--- config.mk ---
export PLATFORM = sky130hd
export DESIGN_NAME = tinted_premul_over_blend
export DESIGN_NICKNAME = d
export VERILOG_FILES = /design/src/hw/rtl/tpob_pkg.sv /design/src/hw/rtl/tinted_premul_over_blend.sv
export VERILOG_INCLUDE_DIRS = /design/src /design/src/hw/rtl
export SDC_FILE = /design/constraint.sdc
export NUM_CORES = 2
export LEC_CHECK = 0
export ABC_AREA = 1
export BUFFER_PORTS_ARGS = -buffer_cell sky130_fd_sc_hd__buf_2
export CAP_MARGIN = 25
export CORE_ASPECT_RATIO = 0.9
export CORE_UTILIZATION = 40
export CTS_CLUSTER_SIZE = 16
export DETAILED_ROUTE_END_ITERATION = 10
export GPL_ROUTABILITY_DRIVEN = 0
export PLACE_DENSITY = 0.62
export SLEW_MARGIN = 5
export SYNTH_ARGS = -nofsm -noshare
export SYNTH_HDL_FRONTEND = slang
export SYNTH_SLANG_ARGS = --single-unit
--- constraint.sdc ---
create_clock -name clk -period 7.2 [get_ports clk]
set_clock_uncertainty 0.15 [all_clocks]
set_input_delay 0.36 -clock clk [delete_from_list [all_inputs] [get_ports clk]]
set_output_delay 0.36 -clock clk [all_outputs]
set_load 0.05 [all_outputs]
--- src/hw/rtl/tinted_premul_over_blend_macros.svh ---
// Assertion macros shared by the compositor RTL.
// Used by tinted_premul_over_blend.sv; expects clk and rst_n in scope.
`ifndef TINTED_PREMUL_OVER_BLEND_MACROS_SVH
`define TINTED_PREMUL_OVER_BLEND_MACROS_SVH

`ifndef SYNTH
// Property that must hold at every clock edge outside reset.
`define TPOB_ASSERT(lbl, prop) \
  lbl: assert property (@(posedge clk) disable iff (!rst_n) (prop)) \
    else $error("tpob assertion failed");
// Condition now implies a result in the next cycle.
`define TPOB_ASSERT_NEXT(lbl, cond, res) \
  lbl: assert property (@(posedge clk) disable iff (!rst_n) (cond) |=> (res)) \
    else $error("tpob assertion failed");
`else
`define TPOB_ASSERT(lbl, prop)
`define TPOB_ASSERT_NEXT(lbl, cond, res)
`endif

`endif

--- src/hw/rtl/tpob_pkg.sv ---
// Package for the tinted premultiplied source-over compositor.
// Holds channel widths and the exact divide-by-255 helper; no dependencies.
`default_nettype none

package tpob_pkg;

  localparam int ChanW    = 8;
  localparam int ProdW    = 2 * ChanW;
  localparam int TintW    = 3 * ChanW;
  localparam int PixelW   = 4 * ChanW;
  localparam int InDataW  = 48;
  localparam int OutDataW = 32;

  localparam logic [ChanW-1:0] ChanMax = 8'hFF;

  // Floor of v / 255, exact for every v up to 255 * 255.
  function automatic logic [ChanW-1:0] div255(input logic [ProdW-1:0] v);
    logic [ProdW:0] x;
    x = {1'b0, v} + {{ProdW{1'b0}}, 1'b1} + {{(ChanW + 1){1'b0}}, v[ProdW-1:ChanW]};
    return x[ProdW-1:ChanW];
  endfunction

endpackage

`default_nettype wire

--- src/hw/rtl/tinted_premul_over_blend.sv ---
// Tinted premultiplied source-over compositor, five-stage pipeline.
// Depends on tpob_pkg and tinted_premul_over_blend_macros.svh.
//
// Usage:
//   in_*  : one item per pixel: source alpha, luminance and destination ARGB.
//   out_* : one result per item, in order: composited ARGB in out_tdata and
//           the written flag in out_tuser (0 when the source alpha is zero).
//   cfg_* : tint color, written with cfg_we while no item is in flight.
// Throughput is one item per clock cycle while the receiver keeps out_tready
// high. Each item passes through the five registered stages in order: tint mix
// multiply, divide by 255, alpha and inverse-alpha multiplies, divide by 255,
// then the final add.
// Every stage has its own valid bit and advances when the stage after it
// is empty or moving, so bubbles close up while the receiver stalls; with
// the pipe full and out_tready low, in_tready drops and nothing is lost.
// Synchronous active-low reset empties the pipeline and clears the tint.
`default_nettype none
`include "tinted_premul_over_blend_macros.svh"

module tinted_premul_over_blend (
  input  wire logic        clk,
  input  wire logic        rst_n,
  input  wire logic        cfg_we,
  input  wire logic [23:0] cfg_wdata,     // tint_color: blue 7:0, green 15:8, red 23:16
  input  wire logic        in_tvalid,
  output logic             in_tready,
  input  wire logic [47:0] in_tdata,      // src_alpha 7:0, src_lum 15:8, dst_pixel 47:16
  output logic             out_tvalid,
  input  wire logic        out_tready,
  output logic [31:0]      out_tdata,     // out_pixel 31:0
  output logic             out_tuser      // written 0
);

  localparam int CW = tpob_pkg::ChanW;
  localparam int PW = tpob_pkg::ProdW;
  localparam logic [CW-1:0] AOpaque = tpob_pkg::ChanMax;

  logic [tpob_pkg::TintW-1:0] tint_r;

  logic v1_r, v2_r, v3_r, v4_r, v5_r;
  logic rdy1, rdy2, rdy3, rdy4, rdy5;
  logic s4_move;

  logic [CW-1:0]                a1_r, a2_r, a3_r, a4_r;
  logic [tpob_pkg::PixelW-1:0]  dst1_r, dst2_r, dst3_r, dst4_r;
  logic [2:0][PW-1:0]           mixn1_r, mixn1_nxt;
  logic [2:0][CW-1:0]           mix2_r, mix2_nxt;
  logic [2:0][PW-1:0]           pm3_r, pm3_nxt;
  logic [3:0][PW-1:0]           dp3_r, dp3_nxt;
  logic [2:0][CW-1:0]           src4_r, src4_nxt;
  logic [3:0][CW-1:0]           dq4_r, dq4_nxt;
  logic [31:0]                  pix5_r, pix5_nxt;
  logic                         wr5_r, wr5_nxt;

  logic [CW-1:0]               in_alpha, in_lum;
  logic [tpob_pkg::PixelW-1:0] in_dst;

  assign in_alpha = in_tdata[7:0];
  assign in_lum   = in_tdata[15:8];
  assign in_dst   = in_tdata[47:16];

  // Each stage may load when it is empty or its contents move on.
  assign rdy5 = !v5_r || out_tready;
  assign rdy4 = !v4_r || rdy5;
  assign rdy3 = !v3_r || rdy4;
  assign rdy2 = !v2_r || rdy3;
  assign rdy1 = !v1_r || rdy2;
  assign in_tready = rdy1;

  assign s4_move = rdy5 && v4_r;

  // Stage 1: c*(255-lum) + 255*lum per color channel.
  always_comb begin
    for (int ch = 0; ch < 3; ch++) begin
      mixn1_nxt[ch] = {{CW{1'b0}}, tint_r[CW*ch +: CW]} * {{CW{1'b0}}, ~in_lum}
                    + {in_lum, {CW{1'b0}}} - {{CW{1'b0}}, in_lum};
    end
  end

  // Stage 2: mixed color, divided by 255.
  always_comb begin
    for (int ch = 0; ch < 3; ch++) begin
      mix2_nxt[ch] = tpob_pkg::div255(mixn1_r[ch]);
    end
  end

  // Stage 3: premultiply by alpha and scale destination by inverse alpha.
  always_comb begin
    for (int ch = 0; ch < 3; ch++) begin
      pm3_nxt[ch] = {{CW{1'b0}}, mix2_r[ch]} * {{CW{1'b0}}, a2_r};
    end
    for (int ch = 0; ch < 4; ch++) begin
      dp3_nxt[ch] = {{CW{1'b0}}, dst2_r[CW*ch +: CW]} * {{CW{1'b0}}, ~a2_r};
    end
  end

  // Stage 4: both products divided by 255.
  always_comb begin
    for (int ch = 0; ch < 3; ch++) begin
      src4_nxt[ch] = tpob_pkg::div255(pm3_r[ch]);
    end
    for (int ch = 0; ch < 4; ch++) begin
      dq4_nxt[ch] = tpob_pkg::div255(dp3_r[ch]);
    end
  end

  // Stage 5: source over destination; a transparent source leaves it alone.
  always_comb begin
    if (a4_r == '0) begin
      pix5_nxt = dst4_r;
      wr5_nxt  = 1'b0;
    end else begin
      for (int ch = 0; ch < 3; ch++) begin
        pix5_nxt[CW*ch +: CW] = src4_r[ch] + dq4_r[ch];
      end
      pix5_nxt[CW*3 +: CW] = a4_r + dq4_r[3];
      wr5_nxt = 1'b1;
    end
  end

  always_ff @(posedge clk) begin
    if (!rst_n) begin
      tint_r <= '0;
      v1_r   <= 1'b0;
      v2_r   <= 1'b0;
      v3_r   <= 1'b0;
      v4_r   <= 1'b0;
      v5_r   <= 1'b0;
    end else begin
      if (cfg_we) begin
        tint_r <= cfg_wdata;
      end
      if (rdy1) v1_r <= in_tvalid;
      if (rdy2) v2_r <= v1_r;
      if (rdy3) v3_r <= v2_r;
      if (rdy4) v4_r <= v3_r;
      if (rdy5) v5_r <= v4_r;
    end
  end

  always_ff @(posedge clk) begin
    if (rdy1) begin
      a1_r    <= in_alpha;
      dst1_r  <= in_dst;
      mixn1_r <= mixn1_nxt;
    end
    if (rdy2) begin
      a2_r   <= a1_r;
      dst2_r <= dst1_r;
      mix2_r <= mix2_nxt;
    end
    if (rdy3) begin
      a3_r   <= a2_r;
      dst3_r <= dst2_r;
      pm3_r  <= pm3_nxt;
      dp3_r  <= dp3_nxt;
    end
    if (rdy4) begin
      a4_r   <= a3_r;
      dst4_r <= dst3_r;
      src4_r <= src4_nxt;
      dq4_r  <= dq4_nxt;
    end
    if (rdy5) begin
      pix5_r <= pix5_nxt;
      wr5_r  <= wr5_nxt;
    end
  end

  assign out_tvalid = v5_r;
  assign out_tdata  = pix5_r;
  assign out_tuser  = wr5_r;

  `TPOB_ASSERT_NEXT(a_pass_dst, s4_move && a4_r == '0, !out_tuser && out_tdata == $past(dst4_r))
  `TPOB_ASSERT_NEXT(a_opaque_alpha, s4_move && a4_r == AOpaque, out_tuser && &out_tdata[31:24])
  `TPOB_ASSERT_NEXT(a_stage3_hold, v3_r && !rdy4, v3_r && $stable(a3_r) && $stable(dst3_r))
  `TPOB_ASSERT(a_ready_chain, !in_tready |-> v1_r && v2_r && v3_r && v4_r && v5_r && !out_tready)

endmodule

`default_nettype wire

## After elaboration in Yosys (flattened, before gate mapping)

Cells that the tools add are included.

| cells by class | value |
|---|---|
| multiply operators | 10 |
| reduce and logical (&&, ||, !) cells | 11 |
| add/sub/neg operators | 30 |
| mux-type cells | 2 |
| bitwise logic cells | 2 |

Operators by type and width:

| operator | count |
|---|---|
| $add A16 B1 Y16 const B | 10 |
| $add A16 B8 Y16 | 10 |
| $mul A8 B8 Y16 | 10 |
| $add A16 B16 Y16 | 3 |
| $sub A16 B8 Y16 | 3 |
| $add A8 B8 Y8 | 4 |
| $mux W32 | 1 |
| $not A8 Y8 | 2 |
| $logic_not A8 Y1 | 1 |
| $logic_not A1 Y1 | 5 |
| $logic_or A1 B1 Y1 | 5 |
| $mux W1 | 1 |

| storage, ports and cells | value |
|---|---|
| flip-flop bits (word level) | 462 |
| logic and storage cells | 91 |

## Longest topological paths before layout

| logic depth | value |
|---|---|
| depth after elaboration | 6 |
| mapped depth | 21 |

## Least setup slack after synthesis

No wires, ideal clock.

| path | value |
|---|---|
| path type | register -> register |
| from | register v5_r (netlist: out_tvalid) |
| to | register a1_r[0], enable pin |
| slack | 895 ps |
| clock period less this slack | 6305 ps |
| arrival | 4723 ps |
| stages on the path, launching flop included | 4 |
| path through | dfxtp_1 nand2_1 nor2_1 nand4_1 |

| between the ends | value |
|---|---|
| longest elaborated chain between the ends | 6 |

RTL lines:

| what | line | text |
|---|---|---|
| start: declaration | tinted_premul_over_blend.sv:40 | `logic v1_r, v2_r, v3_r, v4_r, v5_r;` |
| start signal: assignment | tinted_premul_over_blend.sv:137 | `if (rdy5) v5_r <= v4_r;` |
| $logic_not A1 Y1 | tinted_premul_over_blend.sv:63 | `assign rdy5 = !v5_r \|\| out_tready;` |
| $logic_or A1 B1 Y1 | tinted_premul_over_blend.sv:63 |  |
| net rdy5 | tinted_premul_over_blend.sv:41 | `logic rdy1, rdy2, rdy3, rdy4, rdy5;` |
| $logic_or A1 B1 Y1 | tinted_premul_over_blend.sv:64 | `assign rdy4 = !v4_r \|\| rdy5;` |
| $logic_or A1 B1 Y1 | tinted_premul_over_blend.sv:65 | `assign rdy3 = !v3_r \|\| rdy4;` |
| $logic_or A1 B1 Y1 | tinted_premul_over_blend.sv:66 | `assign rdy2 = !v2_r \|\| rdy3;` |
| $logic_or A1 B1 Y1 | tinted_premul_over_blend.sv:67 | `assign rdy1 = !v1_r \|\| rdy2;` |
| net in_tready | tinted_premul_over_blend.sv:26 | `output logic in_tready,` |
| end signal: assignment | tinted_premul_over_blend.sv:143 | `a1_r <= in_alpha;` |
| end: declaration | tinted_premul_over_blend.sv:44 | `logic [CW-1:0] a1_r, a2_r, a3_r, a4_r;` |

The timed path passes the listed nets, and every way through them passes these cells.
A chain may end at the register's enable or synchronous reset.

==> run summary <==
routed len/inst = 15.1 um
total grt overflow = 0
Cell variety after synth = 35
final worst setup slack = 2080 ps
Warnings, synthesis = 0
FF-to-FF path depth = 17
hold slack = 56.0 ps
met3 wire length = 5.97 mm
total placed cells including tap cells = 7,094
share of cells above drive strength 1 = 3.97%
Rows = 116
CTS max path bufs = 3
initial antenna violation count = 3
leading cell type in the layout, fill and taps excluded = nand2_1
status = complete, no violations
Power Density = 480 nW/um^2
Initial Util = 40.6%
CTS tree = yes
RSZ-0062 raised after global routing = false
DP HPWL = 85.2 mm
worst hold path depth = 3
VDD IR max = 0.543 mV
CTS sink cnt = 462
final non-filler cell total = 7,268
Achievable Freq = 0.195 GHz
residual DRC count = 0
ys async rst share = 0%
Multi-input gate area = 26,700 um^2
vias in the first global route = 35,200
final count of pins violating max slew = 0
die footprint = 115,000 um^2
Static Leakage = 26.8 nW
initial DRC count = 2,200
Worst-Margin Slew = 999 ps
Most used DFF post-synth = edfxtp_1
Tmin final = 5120 ps
GRT Resource Usage Total = 19.6%
Die Ht = 321 um
HP Class = primary input to register
Startpoint Class = register
sequential share of the synthesized area = 30.0%
total vias in the final route = 35,100
pin count of the biggest net entering global routing = 153
crit end category = register
worst-skew pair later-pin latency = 690 ps
first-pass GRT wire length = 180 mm
Hold Vio Cnt, Final = 0
Final nets = 6,709
WL final = 110 mm
Syn Std Cell Area = 45,300 um^2
Crit path required time = 7450 ps
# IOs = 112
Slew Limit Headroom = 33.0%
register area = 13,600 um^2
setup_tns = 0 ps
met2 wire length = 49.9 mm
number of port buffers = 111
Core ar. = 112,000 um^2
Gate Count Post-Synth = 5,595
Post-CTS Resized = 0
DR vias/cell = 4.83
largest fanout on the critical path = 38
EDFF count, synth = 433
Fillers = 11,000
# H-tree levels = 2
Design Area, Final = 50,100 um^2
Yosys reg bits = 462
number of routed nets with antenna violations = 0
setup repair bufs after CTS = 0
Post-CTS Hold Buffers = 64
Max Cap Viol = 0
Tcrit/Tclk final = 71.1%
Area growth syn-to-layout = 10.4%
post-place setup slack = 1670 ps
commonest cells after routing, fill and taps aside = 1,613 x nand2_1, 1,240 x inv_1, 505 x nor2_1, 489 x ha_1, 433 x edfxtp_1
uppermost layer routed = met4
critical path class = register to register
Data arrival, critical path = 5370 ps
CTS root buf = clkbuf_16
Clock transition at path regs = 60 ps
Die W = 357 um
final setup violation count = 0
Post-DP Area = 47,500 um^2
Num CTS Buffers = 56
Syn Area/Cell = 8.10 um^2
Initial DRT Pass Iterations = 6
WL met1 = 51.8 mm
synth_stat cells (2+ instances only):
cell type  count  share of area [%]
a21boi_0      11               0.18
a21o_1         6              0.099
a21oi_1      126                1.4
and2_1        23               0.32
buf_1         22               0.18
buf_2         20               0.22
buf_6          3              0.075
clkbuf_1      57               0.47
clkbuf_2       2              0.022
clkinv_1       5              0.041
dfxtp_1       29                1.3
edfxtp_1     433                 29
fa_1         400                 18
ha_1         489                 13
inv_1       1241                 10
nand2_1     1615                 13
nand3_1      254                2.8
nand3b_1      18               0.30
nand4_1       73                1.0
nor2_1       505                4.2
nor2_2         2              0.028
nor3_1        38               0.42
o21ai_0       76               0.84
o21ai_1       11               0.12
o21ai_2        2              0.039
o21bai_1      26               0.43
or2_1          3              0.041
xnor2_1       49               0.95
xor2_1        50               0.97
registers in the layout, summed over array words and instances (netlist names):
| register | cells |
|---|---|
| a1_r | 8 |
| a2_r | 8 |
| a3_r | 8 |
| a4_r | 8 |
| dp3_r | 64 |
| dq4_r | 32 |
| dst1_r | 32 |
| dst2_r | 32 |
| dst3_r | 32 |
| dst4_r | 32 |
| mix2_r | 24 |
| mixn1_r | 48 |
| out_tdata | 32 |
| out_tuser | 1 |
| out_tvalid | 1 |
| pm3_r | 48 |
| src4_r | 24 |
| tint_r | 24 |
| v1_r | 1 |
| v2_r | 1 |
| v3_r | 1 |
| v4_r | 1 |
power by group:
| group | internal, W | switching, W | leakage [nW] | total (W) |
|---|---|---|---|---|
| combinational | 0.00581 | 0.00992 | 21.1 | 0.0157 |
| sequential | 0.00453 | 0.000843 | 4.88 | 0.00537 |
| clock | 0.00166 | 0.00124 | 0.901 | 0.00290 |
| total | 0.0120 | 0.0120 | 26.8 | 0.0240 |
stage by stage:
| step | util [%] | power (W) |
|---|---|---|
| after floorplan | - | 0.0172 |
| after global placement | 42.5 | 0.0209 |
| after detailed placement | 42.5 | 0.0210 |
| after CTS | 44.8 | 0.0241 |
| after global routing | 44.8 | 0.0268 |
| final | 44.8 | 0.0240 |
routing by layer:
layer | up-vias | GRT usage [%]
met4 | 0 | 4.35
li1 | 17500 | -
met2 | 852 | 32.6
met3 | 137 | 2.63
met5 | - | 0
met1 | 16600 | 27.2
worst paths after layout:
path                       endpoint  slack [ps]                 start
min          tint_r[9]$_SDFFE_PN0P_          60          cfg_wdata[9]
max             dp3_r[28]$_DFFE_PP_        2080     a2_r[5]$_DFFE_PP_
max reg2reg     dp3_r[28]$_DFFE_PP_        2080     a2_r[5]$_DFFE_PP_
min reg2reg    dst4_r[25]$_DFFE_PP_         260  dst3_r[25]$_DFFE_PP_
logic make-up (layout without fill, tap and decap cells):
group | after synthesis | after routing | share of synthesized area [%]
flip-flops | 462 | 462 | 30.0
adder cells (fa/ha/maj) | 889 | 889 | 31.2
buffers and inverters | 1351 | 1545 | 11.3
AO/OA/AOI/OAI | 260 | 260 | 3.13
AND/OR/NAND/NOR | 2533 | 2533 | 22.5
XOR/XNOR | 99 | 99 | 1.91
other | 1 | 5 | 0.00827
area by class of cell:
class | count | share of cell area (%)
diodes | 2 | 0.0100
clock buffers | 62 | 2.84
clock inverters | 44 | 0.965
inverters | 1247 | 9.36
multi-input cells | 3784 | 53.3
flip-flops and latches | 462 | 27.1
well taps | 1475 | 3.69
repair buffers | 192 | 2.75
worst max-delay path, stage by stage, from the launching register on:
cell	delay [ps]
edfxtp_1	350
buf_4	320
inv_1	760
nand2_1	180
fa_1	580
inv_1	60
fa_1	460
fa_1	490
inv_1	50
fa_1	480
inv_1	40
ha_1	330
a21oi_1	210
nor2_1	60
nor2_1	150
nand3_1	90
nand2_1	60
nand2_1	40
Note: power is estimated with default switching activity, not from simulation.
